File: src/rtl/tss_pkg.sv
// Shared types and constants for the task scheduler selector.
`default_nettype none
package tss_pkg;
  localparam int MaxTasksDef = 16;
  localparam int SlotW = 4;
  localparam int SlotCount = 16;
  localparam logic [15:0] LfsrSeed = 16'hACE1;
  localparam logic [15:0] LfsrMask = 16'hB400;

  typedef enum logic [1:0] {
    KIND_INSERT = 2'd0, KIND_REMOVE = 2'd1, KIND_SET_LEFT = 2'd2, KIND_CHOOSE = 2'd3
  } kind_t;
  typedef enum logic [1:0] {
    POL_FIFO = 2'd0, POL_SRTF = 2'd1, POL_PRIO = 2'd2, POL_AGING = 2'd3
  } policy_t;
  localparam logic [1:0] CauseQuantum = 2'd0;
  localparam logic [1:0] CauseNewTask = 2'd1;
  localparam logic [1:0] StatReady = 2'd0;
  localparam logic [1:0] StatTerm = 2'd1;

  typedef enum logic [2:0] {
    ST_IDLE, ST_REMOVE, ST_AGE, ST_SCAN, ST_DONE
  } state_t;

  // controller -> datapath commands
  typedef struct packed {
    logic load;      // capture request and do insert and set-left updates
    logic rm_step;   // one compaction step
    logic age_step;  // age one listed entry
    logic scan_init; // set initial candidate
    logic scan_step; // compare one listed entry
    logic finish;    // write back winner, emit result
  } cmd_t;

  // datapath -> controller status
  typedef struct packed {
    logic last;        // index past the last listed entry
    logic empty;       // list empty
    logic need_age;    // aging pass required
    logic direct;      // answer known without scan
  } stat_t;
endpackage
`default_nettype wire

File: src/rtl/tss_ctrl.sv
// Controller state machine for the task scheduler selector.
`default_nettype none
module tss_ctrl (
  input  wire logic           clk,
  input  wire logic           rst,
  input  wire logic           start,
  input  wire logic [1:0]     kind,
  input  wire tss_pkg::stat_t st,
  output logic                busy,
  output tss_pkg::cmd_t       cmd
);
  tss_pkg::state_t state, state_next;

  // state register
  always_ff @(posedge clk) begin
    if (rst) state <= tss_pkg::ST_IDLE;
    else state <= state_next;
  end

  // next state and commands
  always_comb begin
    state_next = state;
    cmd = '0;
    busy = (state != tss_pkg::ST_IDLE);
    unique case (state)
      tss_pkg::ST_IDLE: begin
        if (start) begin
          cmd.load = 1'b1;
          if (kind == tss_pkg::KIND_REMOVE) state_next = tss_pkg::ST_REMOVE;
          else if (kind == tss_pkg::KIND_CHOOSE) state_next = tss_pkg::ST_AGE;
        end
      end
      tss_pkg::ST_REMOVE: begin
        if (st.last) state_next = tss_pkg::ST_IDLE;
        else cmd.rm_step = 1'b1;
      end
      tss_pkg::ST_AGE: begin
        if (st.direct) begin
          cmd.finish = 1'b1;
          state_next = tss_pkg::ST_IDLE;
        end else if (st.need_age && !st.last) begin
          cmd.age_step = 1'b1;
        end else begin
          cmd.scan_init = 1'b1;
          state_next = tss_pkg::ST_SCAN;
        end
      end
      tss_pkg::ST_SCAN: begin
        if (st.last) state_next = tss_pkg::ST_DONE;
        else cmd.scan_step = 1'b1;
      end
      tss_pkg::ST_DONE: begin
        cmd.finish = 1'b1;
        state_next = tss_pkg::ST_IDLE;
      end
      default: state_next = tss_pkg::ST_IDLE;
    endcase
  end
endmodule
`default_nettype wire

File: src/rtl/tss_dpath.sv
// Datapath for the task scheduler selector: task table, ready list, scan unit.
`default_nettype none
module tss_dpath #(
  parameter int MaxTasks = tss_pkg::MaxTasksDef
) (
  input  wire logic                    clk,
  input  wire logic                    rst,
  input  wire tss_pkg::cmd_t           cmd,
  output tss_pkg::stat_t               st,
  input  wire logic [1:0]              policy,
  input  wire logic [7:0]              aging_step,
  input  wire logic [1:0]              kind,
  input  wire logic [3:0]              slot,
  input  wire logic [15:0]             start_time,
  input  wire logic [15:0]             run_length,
  input  wire logic [15:0]             time_left,
  input  wire logic [7:0]              base_priority,
  input  wire logic                    current_present,
  input  wire logic [3:0]              current_slot,
  input  wire logic [1:0]              current_status,
  input  wire logic [1:0]              preempt_cause,
  output logic                         chosen_valid,
  output logic                         chosen_present,
  output logic [3:0]                   chosen_slot,
  output logic                         random_used
);
  localparam int IdxW = (MaxTasks > 1) ? $clog2(MaxTasks) : 1;
  localparam int CntW = $clog2(MaxTasks + 1);
  localparam logic [CntW-1:0] MaxCnt = CntW'(MaxTasks);

  // ready list: each position read at its own index through a mux
  logic [3:0]      ready_order [MaxTasks];
  logic [CntW-1:0] ready_count;
  logic [15:0]     arrival_store [tss_pkg::SlotCount];
  logic [15:0]     length_store  [tss_pkg::SlotCount];
  logic [15:0]     left_store    [tss_pkg::SlotCount];
  logic [7:0]      static_prio_store  [tss_pkg::SlotCount];
  logic [15:0]     dynamic_prio_store [tss_pkg::SlotCount];
  logic [15:0]     tie_lfsr;

  // captured request
  logic [3:0]      r_slot, r_cur;
  logic            r_cur_ok;
  logic [1:0]      r_status, r_cause, r_pol;
  logic [CntW-1:0] idx, wr;
  logic [3:0]      ch;
  logic            rnd;

  logic [3:0]  t;
  logic [IdxW-1:0] idx_i;
  assign idx_i = idx[IdxW-1:0];
  assign t = ready_order[idx_i];

  // aging pass finished: need_age drops so the scan can begin
  logic aged_done;

  // status to controller
  always_comb begin
    st.last = (idx >= ready_count);
    st.empty = (ready_count == '0);
    st.need_age = (r_pol == tss_pkg::POL_AGING) && !aged_done &&
                  (r_cause == tss_pkg::CauseNewTask ||
                   (r_cur_ok && r_status == tss_pkg::StatTerm));
    st.direct = 1'b0;
    if (r_pol == tss_pkg::POL_FIFO) begin
      st.direct = 1'b1;
    end else if (ready_count == '0) begin
      st.direct = 1'b1;
    end else if (r_pol == tss_pkg::POL_AGING && r_cause == tss_pkg::CauseQuantum) begin
      st.direct = 1'b1;
    end
  end

  // comparison of scanned entry t against candidate ch
  logic [15:0] kt, kc;
  logic better, equal, prio_tie, prio_pick_t;
  logic [7:0] st_t, st_c;
  always_comb begin
    st_t = static_prio_store[t];
    st_c = static_prio_store[ch];
    unique case (r_pol)
      tss_pkg::POL_SRTF: begin kt = left_store[t]; kc = left_store[ch]; end
      tss_pkg::POL_PRIO: begin kt = {8'd0, st_t}; kc = {8'd0, st_c}; end
      default:           begin kt = dynamic_prio_store[t]; kc = dynamic_prio_store[ch]; end
    endcase
    better = (r_pol == tss_pkg::POL_SRTF) ? (kt < kc) : (kt > kc);
    equal = (kt == kc);
    prio_tie = (r_pol == tss_pkg::POL_AGING) && (st_c != st_t);
    prio_pick_t = (st_t > st_c);
  end

  // base tie break; lfsr consulted only when all keys match
  logic [3:0] tie_pick;
  logic       tie_rand;
  always_comb begin
    tie_rand = 1'b0;
    tie_pick = ch;
    if (ch == t) tie_pick = ch;
    else if (r_cur_ok && ch == r_cur) tie_pick = ch;
    else if (r_cur_ok && t == r_cur) tie_pick = t;
    else if (arrival_store[ch] < arrival_store[t]) tie_pick = ch;
    else if (arrival_store[t] < arrival_store[ch]) tie_pick = t;
    else if (length_store[ch] < length_store[t]) tie_pick = ch;
    else if (length_store[t] < length_store[ch]) tie_pick = t;
    else begin
      tie_rand = 1'b1;
      tie_pick = tie_lfsr[0] ? ch : t;
    end
  end

  logic [16:0] aged;
  assign aged = {1'b0, dynamic_prio_store[t]} + {9'd0, aging_step};

  // control registers
  always_ff @(posedge clk) begin
    chosen_valid <= 1'b0;
    if (rst) begin
      ready_count <= '0;
      tie_lfsr <= tss_pkg::LfsrSeed;
      idx <= '0;
      wr <= '0;
    end else begin
      if (cmd.load) begin
        idx <= '0;
        wr <= '0;
        if (kind == tss_pkg::KIND_INSERT && ready_count < MaxCnt) begin
          ready_count <= ready_count + 1'b1;
        end
      end
      if (cmd.rm_step) begin
        idx <= idx + 1'b1;
        if (t != r_slot) wr <= wr + 1'b1;
        if (idx + 1'b1 >= ready_count)
          ready_count <= (t != r_slot) ? wr + 1'b1 : wr;
      end
      if (cmd.age_step) begin
        idx <= (idx + 1'b1 >= ready_count) ? '0 : idx + 1'b1;
      end
      if (cmd.scan_init) idx <= '0;
      if (cmd.scan_step) begin
        idx <= idx + 1'b1;
        if (!better && equal && !prio_tie && tie_rand)
          tie_lfsr <= tie_lfsr[0] ? ((tie_lfsr >> 1) ^ tss_pkg::LfsrMask)
                                  : (tie_lfsr >> 1);
      end
      if (cmd.finish) chosen_valid <= 1'b1;
    end
  end

  // set once the last listed entry has been aged
  always_ff @(posedge clk) begin
    if (rst || cmd.load) aged_done <= 1'b0;
    else if (cmd.age_step && idx + 1'b1 >= ready_count) aged_done <= 1'b1;
  end

  // payload registers
  always_ff @(posedge clk) begin
    if (cmd.load) begin
      r_slot <= slot;
      r_cur <= current_slot;
      r_cur_ok <= current_present;
      r_status <= current_status;
      r_cause <= preempt_cause;
      r_pol <= policy;
      rnd <= 1'b0;
      if (kind == tss_pkg::KIND_INSERT) begin
        arrival_store[slot] <= start_time;
        length_store[slot] <= run_length;
        left_store[slot] <= time_left;
        static_prio_store[slot] <= base_priority;
        dynamic_prio_store[slot] <= {8'd0, base_priority};
        if (ready_count < MaxCnt) ready_order[ready_count[IdxW-1:0]] <= slot;
      end
      if (kind == tss_pkg::KIND_SET_LEFT) left_store[slot] <= time_left;
    end
    if (cmd.rm_step && t != r_slot) ready_order[wr[IdxW-1:0]] <= t;
    if (cmd.age_step)
      dynamic_prio_store[t] <= aged[16] ? 16'hFFFF : aged[15:0];
    if (cmd.scan_init)
      ch <= (r_cur_ok && r_status == tss_pkg::StatReady) ? r_cur : ready_order[0];
    if (cmd.scan_step) begin
      if (better) ch <= t;
      else if (equal) begin
        if (prio_tie) ch <= prio_pick_t ? t : ch;
        else begin
          ch <= tie_pick;
          if (tie_rand) rnd <= 1'b1;
        end
      end
    end
    if (cmd.finish) begin
      random_used <= rnd;
      if (r_pol == tss_pkg::POL_FIFO) begin
        chosen_present <= (ready_count != '0) &&
                          (r_cause != tss_pkg::CauseNewTask || r_cur_ok);
        chosen_slot <= (ready_count == '0) ? 4'd0 :
                       (r_cause == tss_pkg::CauseNewTask) ? (r_cur_ok ? r_cur : 4'd0)
                                                          : ready_order[0];
      end else if (ready_count == '0) begin
        chosen_present <= r_cur_ok && r_status != tss_pkg::StatTerm;
        chosen_slot <= (r_cur_ok && r_status != tss_pkg::StatTerm) ? r_cur : 4'd0;
      end else if (r_pol == tss_pkg::POL_AGING && r_cause == tss_pkg::CauseQuantum) begin
        chosen_present <= r_cur_ok;
        chosen_slot <= r_cur_ok ? r_cur : 4'd0;
      end else begin
        chosen_present <= 1'b1;
        chosen_slot <= ch;
        if (r_pol == tss_pkg::POL_AGING)
          dynamic_prio_store[ch] <= {8'd0, static_prio_store[ch]};
      end
    end
  end
endmodule
`default_nettype wire

File: src/rtl/task_scheduler_selector_core.sv
// Top level of the task scheduler selector.
// Insert and set remaining finish on the load command; remove compacts the list one
// entry per step; choose answers directly where it can, else runs an aging pass, then a
// list scan, one entry per cycle through the shared compare unit.
// One request at a time; result strobe valid lasts one cycle, receiver cannot stall.
// Synchronous reset empties the ready list and seeds the LFSR with 0xACE1.
`default_nettype none
module task_scheduler_selector_core #(
  parameter int MaxTasks = tss_pkg::MaxTasksDef
) (
  input  wire logic        clk,
  input  wire logic        rst,
  input  wire logic        cfg_we,
  input  wire logic        cfg_index,
  input  wire logic [7:0]  cfg_data,
  input  wire logic        start,
  output logic             busy,
  input  wire logic [1:0]  kind,
  input  wire logic [3:0]  slot,
  input  wire logic [15:0] start_time,
  input  wire logic [15:0] run_length,
  input  wire logic [15:0] time_left,
  input  wire logic [7:0]  base_priority,
  input  wire logic        current_present,
  input  wire logic [3:0]  current_slot,
  input  wire logic [1:0]  current_status,
  input  wire logic [1:0]  preempt_cause,
  output logic             result_strobe,
  output logic             chosen_present,
  output logic [3:0]       chosen_slot,
  output logic             random_used
);
  logic [1:0] policy;
  logic [7:0] aging_step;
  tss_pkg::cmd_t  cmd;
  tss_pkg::stat_t st;
  logic busy_i;

  // configuration registers
  always_ff @(posedge clk) begin
    if (rst) begin
      policy <= 2'd0;
      aging_step <= 8'd0;
    end else if (cfg_we) begin
      if (cfg_index == 1'b0) policy <= cfg_data[1:0];
      else aging_step <= cfg_data;
    end
  end

  tss_ctrl u_ctrl (
    .clk(clk), .rst(rst), .start(start), .kind(kind), .st(st), .busy(busy_i), .cmd(cmd)
  );
  assign busy = busy_i;

  tss_dpath #(.MaxTasks(MaxTasks)) u_dpath (
    .clk(clk), .rst(rst), .cmd(cmd), .st(st), .policy(policy), .aging_step(aging_step),
    .kind(kind), .slot(slot), .start_time(start_time), .run_length(run_length),
    .time_left(time_left), .base_priority(base_priority),
    .current_present(current_present), .current_slot(current_slot),
    .current_status(current_status), .preempt_cause(preempt_cause),
    .chosen_valid(result_strobe), .chosen_present(chosen_present),
    .chosen_slot(chosen_slot), .random_used(random_used)
  );

`ifndef SYNTHESIS
  a_no_accept_busy: assert property (@(posedge clk) disable iff (rst)
    (start && !busy) |=> !(result_strobe && busy)) else $error("strobe while busy");
  a_none_slot_zero: assert property (@(posedge clk) disable iff (rst)
    (result_strobe && !chosen_present) |-> (chosen_slot == 4'd0))
    else $error("absent choice with nonzero slot");
  a_rand_needs_pick: assert property (@(posedge clk) disable iff (rst)
    (result_strobe && random_used) |-> chosen_present)
    else $error("random flag without choice");
`endif
endmodule
`default_nettype wire
File: config.mk
export PLATFORM = sky130hd
export DESIGN_NAME = task_scheduler_selector_core
export DESIGN_NICKNAME = d
export VERILOG_FILES = /design/src/rtl/tss_pkg.sv /design/src/rtl/tss_ctrl.sv /design/src/rtl/tss_dpath.sv /design/src/rtl/task_scheduler_selector_core.sv
export SDC_FILE = /design/constraint.sdc
export NUM_CORES = 2
export LEC_CHECK = 0
export BUFFER_PORTS_ARGS = -buffer_cell sky130_fd_sc_hd__clkbuf_2
export CORE_ASPECT_RATIO = 2
export CORE_UTILIZATION = 45
export DETAILED_ROUTE_END_ITERATION = 8
export PLACE_DENSITY = 0.66
export SYNTH_ARGS = -nofsm -noshare
export SYNTH_HDL_FRONTEND = slang
export SYNTH_HIERARCHICAL = 1
export SYNTH_SLANG_ARGS = --single-unit
File: constraint.sdc
create_clock -name clk -period 11.8 [get_ports clk]
set_input_delay 2.36 -clock clk [delete_from_list [all_inputs] [get_ports clk]]
set_output_delay 2.36 -clock clk [all_outputs]
set_load 0.005 [all_outputs]
== Yosys cells after proc, flatten, opt, wreduce, memory -nomap -nowiden ==
Memory sizes are Yosys's and may differ from the RTL's. A register that Yosys moved wholly into a read port is not among the register bits.
Cells that the tools add are included.
Storage, ports and cells
  flip-flop bits (word level): 72
  latch bits: 0
  memory bits (writable): 1216
  ROM bits: 0
  bits of input ports: 84
  output and inout bits: 8
  word-level logic and storage cells: 232
  memories kept: 6
Operators by class
  $add $sub $neg: 4
  multipliers: 0
  divide/modulo/power cells: 0
  order comparisons: 10
  eq/ne operators: 31
  shifts and indexed selects: 0
  mux-type cells: 117
  bitwise operators: 3
  reductions and logical operators: 41
Memory list
  u_dpath.arrival_store: words 16, bits a word 16, read ports 2, clocked after Yosys merged registers in 1, write ports 1, line tss_dpath.sv:34  | logic [15:0] arrival_store [tss_pkg::SlotCount];
  u_dpath.dynamic_prio_store: words 16, bits a word 16, read ports 2, clocked after Yosys merged registers in 1, write ports 1, line tss_dpath.sv:38  | logic [15:0] dynamic_prio_store [tss_pkg::SlotCount];
  u_dpath.left_store: words 16, bits a word 16, read ports 2, clocked after Yosys merged registers in 1, write ports 1, line tss_dpath.sv:36  | logic [15:0] left_store [tss_pkg::SlotCount];
  u_dpath.length_store: words 16, bits a word 16, read ports 2, clocked after Yosys merged registers in 1, write ports 1, line tss_dpath.sv:35  | logic [15:0] length_store [tss_pkg::SlotCount];
  u_dpath.static_prio_store: words 16, bits a word 8, read ports 2, clocked after Yosys merged registers in 1, write ports 1, line tss_dpath.sv:37  | logic [7:0] static_prio_store [tss_pkg::SlotCount];
  u_dpath.ready_order: words 16, bits a word 4, read ports 2, clocked after Yosys merged registers in 1, write ports 1, line tss_dpath.sv:32  | logic [3:0] ready_order [MaxTasks];
Operators by type and width (number)
  $mux W4: 33
  $lt A16 B16 Y1: 5
  $mux W16: 5
  $mux W5: 14
  $pmux W16 S2: 2
  $mux W1: 52
  $reduce_or A16 Y1: 2
  $mux W3: 7
  $add A16 B8 Y17: 1
  $logic_and A1 B1 Y1: 17
  $eq A16 B16 Y1: 1
  $gt A16 B16 Y1: 1
  $add A5 B1 Y5 const B: 3
  $ne A5 B4 Y1 const B: 3
  $eq A4 B4 Y1: 3
  $pmux W3 S4: 1
  $ge A5 B5 Y1: 2
  $reduce_bool A5 Y1: 2
  $eq A2 B1 Y1 const B: 4
  $eq A2 B2 Y1 const B: 4
  $gt A8 B8 Y1: 1
  $logic_not A2 Y1: 4
  $ne A2 B1 Y1 const B: 4
  $ne A8 B8 Y1: 1
  other kinds (25): 34

== Longest topological paths before layout ==
An unclocked memory read counts as a cell.
  word-level depth: 14
  gate-level depth with buffers: 32
  gate-level depth less buffers: 23

== Modules after synthesis ==
Netlist, hierarchy kept.
Modules (own cells, without submodules)
  tss_dpath: times used 1, cells an instance 5894, area each 66578.9 sq um, seq. area each 36825.3 sq um
  task_scheduler_selector_core: times used 1, cells an instance 43, area each 449.2 sq um, seq. area each 200.2 sq um
  tss_ctrl: times used 1, cells an instance 29, area each 227.7 sq um, seq. area each 60.1 sq um

== Worst setup path before layout ==
OpenSTA, ideal clock, no wires.
  kind: input port to flip-flop
  from: input start
  to: memory u_dpath.dynamic_prio_store[10][0] (enable)
  setup time: 333 ps
  arrival: 6612 ps
  data required time: 11467 ps
  path slack: 4855 ps
  stages: 8
  path buffers: 1
  cells stage by stage: inv_1 -> nor2_1 -> nand2b_1 -> or3b_2 -> clkbuf_1 -> nor2_1 -> nor3_1 -> inv_1
RTL lines
  from (decl): line task_scheduler_selector_core.sv:16  | input wire logic start,
  to (decl): line tss_dpath.sv:38

==> run summary <==
Crit. End Element: flip-flop
Area of the die: 0.151 mm2
Detailed Routing Iterations Pass 1: 7
Top_reg_cell synth: edfxtp_1
Initial Utilization: 45.3%
CTS buffer count: 112
Total Routed Length: 232,000 um
Ys async rst share: 0%
Hold-fix buffers at CTS: 0
RR Endpoint: u_dpath/tie_lfsr[15]
Maximum VDD drop: 0.000131 V
Vias in the first global route: 51,400
Post-synth EDFFs: 1,113
Cell Area, Synth: 0.0673 mm2
Register-to-Register Path Depth: 19
Worst min-delay path startpoint: policy[0]
Gr usage total: 30.6%
Failing checks: max-capacitance violations, max-slew violations
Max Clock Freq: 121 MHz
# Max-Cap Violations: 1
Die Y: 549 um
Synth Instances: 5,966
Area Growth Syn to Fin: 9.31%
Data required time at the worst endpoint: 12.43 ns
Detail Route Antenna Nets: 0
CTS Sinks: 1,296
CTS resizes: 0
Register Area: 0.0371 mm2
Count of final setup violators: 0
Synth top cells by count: nand2_1, edfxtp_1, nand3_1
Flop2flop setup slack: 3.54 ns
Crit path launch type: flip-flop
First-pass GRT wire length: 336,000 um
Status: finished, violations left
Cell taking the most area after synthesis: edfxtp_1
Initial antenna violation count: 11
Worst slew margin: -3.45%
Seq/Total Area, Yosys: 55.1%
Synth cell types: 88
Post-Syn Area per Cell: 11.3 um2
Util after Layout: 49.5%
Root buf cell: clkbuf_16
Total power: 12,800 uW
Port bufs: 91
Final-stage net count: 6,002
Max Slew Vio Count: 10
Residual DRC count: 0
Worst Tran Pin Value: 1.54 ns
Setup repair after global routing missed its margin: no
Multi-input gate area: 0.0283 mm2
Htree depth: 3
Drt wl/cell: 29.5 um
Hold Path Sink: u_dpath/r_pol[0]
CP Max Fanout: 142
Yosys top cell area share: 49.7%
Hold path cells: 0
RD Place Congestion: 0.998
Hold Vio Cnt, Final: 0
Setup TNS: 0 ns
Share of cells above drive strength 1: 14.9%
Row cnt: 200
Worst path arrival time: 8.90 ns
Final period utilization: 70.0%
FILL cells: 12,800
Initial DRC count: 5,342
Worst hold path type: flip-flop to flip-flop
Core ar.: 0.148 mm2
CTS tree: built
Post-CTS setup buffer count: 0
Die X: 275 um
Hold WS: 0.433 ns
Post-DP HPWL: 146,000 um
Reg clk slew, reported paths: 0.07 ns
Grt ovf: 0
Synthesized flop and latch total: 1,296
Average vias per placed instance: 6.57
PwrDens: 173 mW/mm2
Syn Nets: 6,138
Later-pin clock latency in the skew report: 0.77 ns
Ys Warns: 6
Largest net degree at the start of global routing: 195
Post-layout min period: 8.26 ns
Synth top area cells: edfxtp_1, mux4_2, nand2_1
Clock Tree Buf Depth: 3
Crit path kind: flip-flop to flip-flop
P_leak: 0.0256 uW
Most numerous cell in the Yosys netlist: nand2_1
Skew final: 0.0291 ns
I/O pin cnt: 92
Vias: 51,500
==> cells in the final DEF (no fill, tap or decap), types with 28 or more instances in the layout <==
| cell type | n |
|---|---|
| nand3_1 | 686 |
| a21oi_1 | 146 |
| o22ai_1 | 135 |
| a31oi_1 | 51 |
| and3_1 | 87 |
| o21ai_1 | 48 |
| nand2b_1 | 28 |
| nand2_1 | 1468 |
| edfxtp_1 | 1113 |
| ha_1 | 87 |
| mux4_2 | 363 |
| dfxtp_1 | 179 |
| a211oi_1 | 44 |
| clkbuf_2 | 91 |
| mux2i_1 | 75 |
| o21ai_0 | 304 |
| nor2_1 | 112 |
| buf_4 | 115 |
| inv_1 | 72 |
| a311oi_1 | 83 |
| clkbuf_16 | 116 |
==> through the flow <==
| step | std cells | setup WS [ns] | instance area (um2) |
|---|---|---|---|
| after floorplan | 5966 | 4.86 | 67300 |
| after global routing | 7845 | 3.40 | 73500 |
| final | 7846 | 3.54 | 73500 |
| after global placement | 7635 | 3.91 | 69700 |
| after detailed placement | 7635 | 3.86 | 69700 |
| after CTS | 7843 | 3.82 | 73500 |
==> state kept, by name, summed over array words and instances (netlist names), 3 cells and up, named ones only <==
signal                      count
u_dpath/arrival_store         256
u_dpath/dynamic_prio_store    256
u_dpath/left_store            256
u_dpath/length_store          256
u_dpath/static_prio_store     128
u_dpath/ready_order            64
u_dpath/tie_lfsr               16
aging_step                      8
u_dpath/idx                     5
u_dpath/ready_count             5
u_dpath/wr                      5
u_dpath/ch                      4
u_dpath/chosen_slot             4
u_dpath/r_cur                   4
u_dpath/r_slot                  4
u_ctrl/state                    3
==> how the worst max path moves through the flow <==
stage | endpoint | slack, ns | cells after the start
global placement | u_dpath/tie_lfsr[7] | 3.91 | 19
floorplan | u_dpath/dynamic_prio_store[10][0] | 4.86 | 8
CTS | u_dpath/tie_lfsr[15] | 3.82 | 19
global route | u_dpath/tie_lfsr[15] | 3.40 | 19
finish | u_dpath/tie_lfsr[15] | 3.54 | 19
detailed placement | u_dpath/tie_lfsr[15] | 3.86 | 19
==> cell families (layout without fill, tap and decap cells) <==
| logic type | after synthesis | count (layout) | share of synthesized area [%] |
|---|---|---|---|
| AO/OA/AOI/OAI | 976 | 976 | 9.15 |
| XOR/XNOR | 38 | 38 | 0.495 |
| adder cells (fa/ha/maj) | 88 | 88 | 1.65 |
| buffers and inverters | 545 | 503 | 3.25 |
| flip-flops | 1296 | 1296 | 55.1 |
| multiplexers | 461 | 461 | 13.7 |
| other | 0 | 3 | 0 |
| AND/OR/NAND/NOR | 2562 | 2562 | 16.7 |
==> area by class of cell <==
type	instances	share of cell area, %
Antenna cell	3	0.0102
Clock buffer	136	4.08
Clock inverter	72	1.06
Inverter	74	0.378
Multi-Input combinational cell	4125	38.5
Sequential cell	1296	50.5
Tap cell	1919	3.27
Timing Repair Buffer	221	2.20
==> critical path, stage by stage, from the launching register on <==
cell and delay (ns):
dfxtp_1 0.87, mux4_2 0.60, a22oi_1 0.35, and2_4 0.66, buf_12 0.43, nand2_1 0.13, nand3_1 0.11, and3_1 0.17
a311oi_1 0.05, a31oi_1 0.69, ha_1 0.24, nand4_1 0.21, o21ai_0 0.22, inv_1 0.21, a31oi_1 0.46, o41ai_1 0.32
or4_1 0.64, nor3_4 0.94, nor2b_1 0.12, a211o_1 0.31
==> report_power, final <==
part / total (uW) / leakage [uW] / internal, uW / switching, uW
logic: 3590 / 0.0122 / 1520 / 2060
registers: 5310 / 0.0116 / 5090 / 219
clock network: 3860 / 0.00183 / 2100 / 1760
total: 12800 / 0.0256 / 8710 / 4040
==> per-layer routing <==
metal	track usage, %	share of wire (%)
met5	0	0.021
met3	4.69	8.4
met1	32.3	31
met4	26.5	10
met2	52.8	50
(Power assumes the default switching activity.)
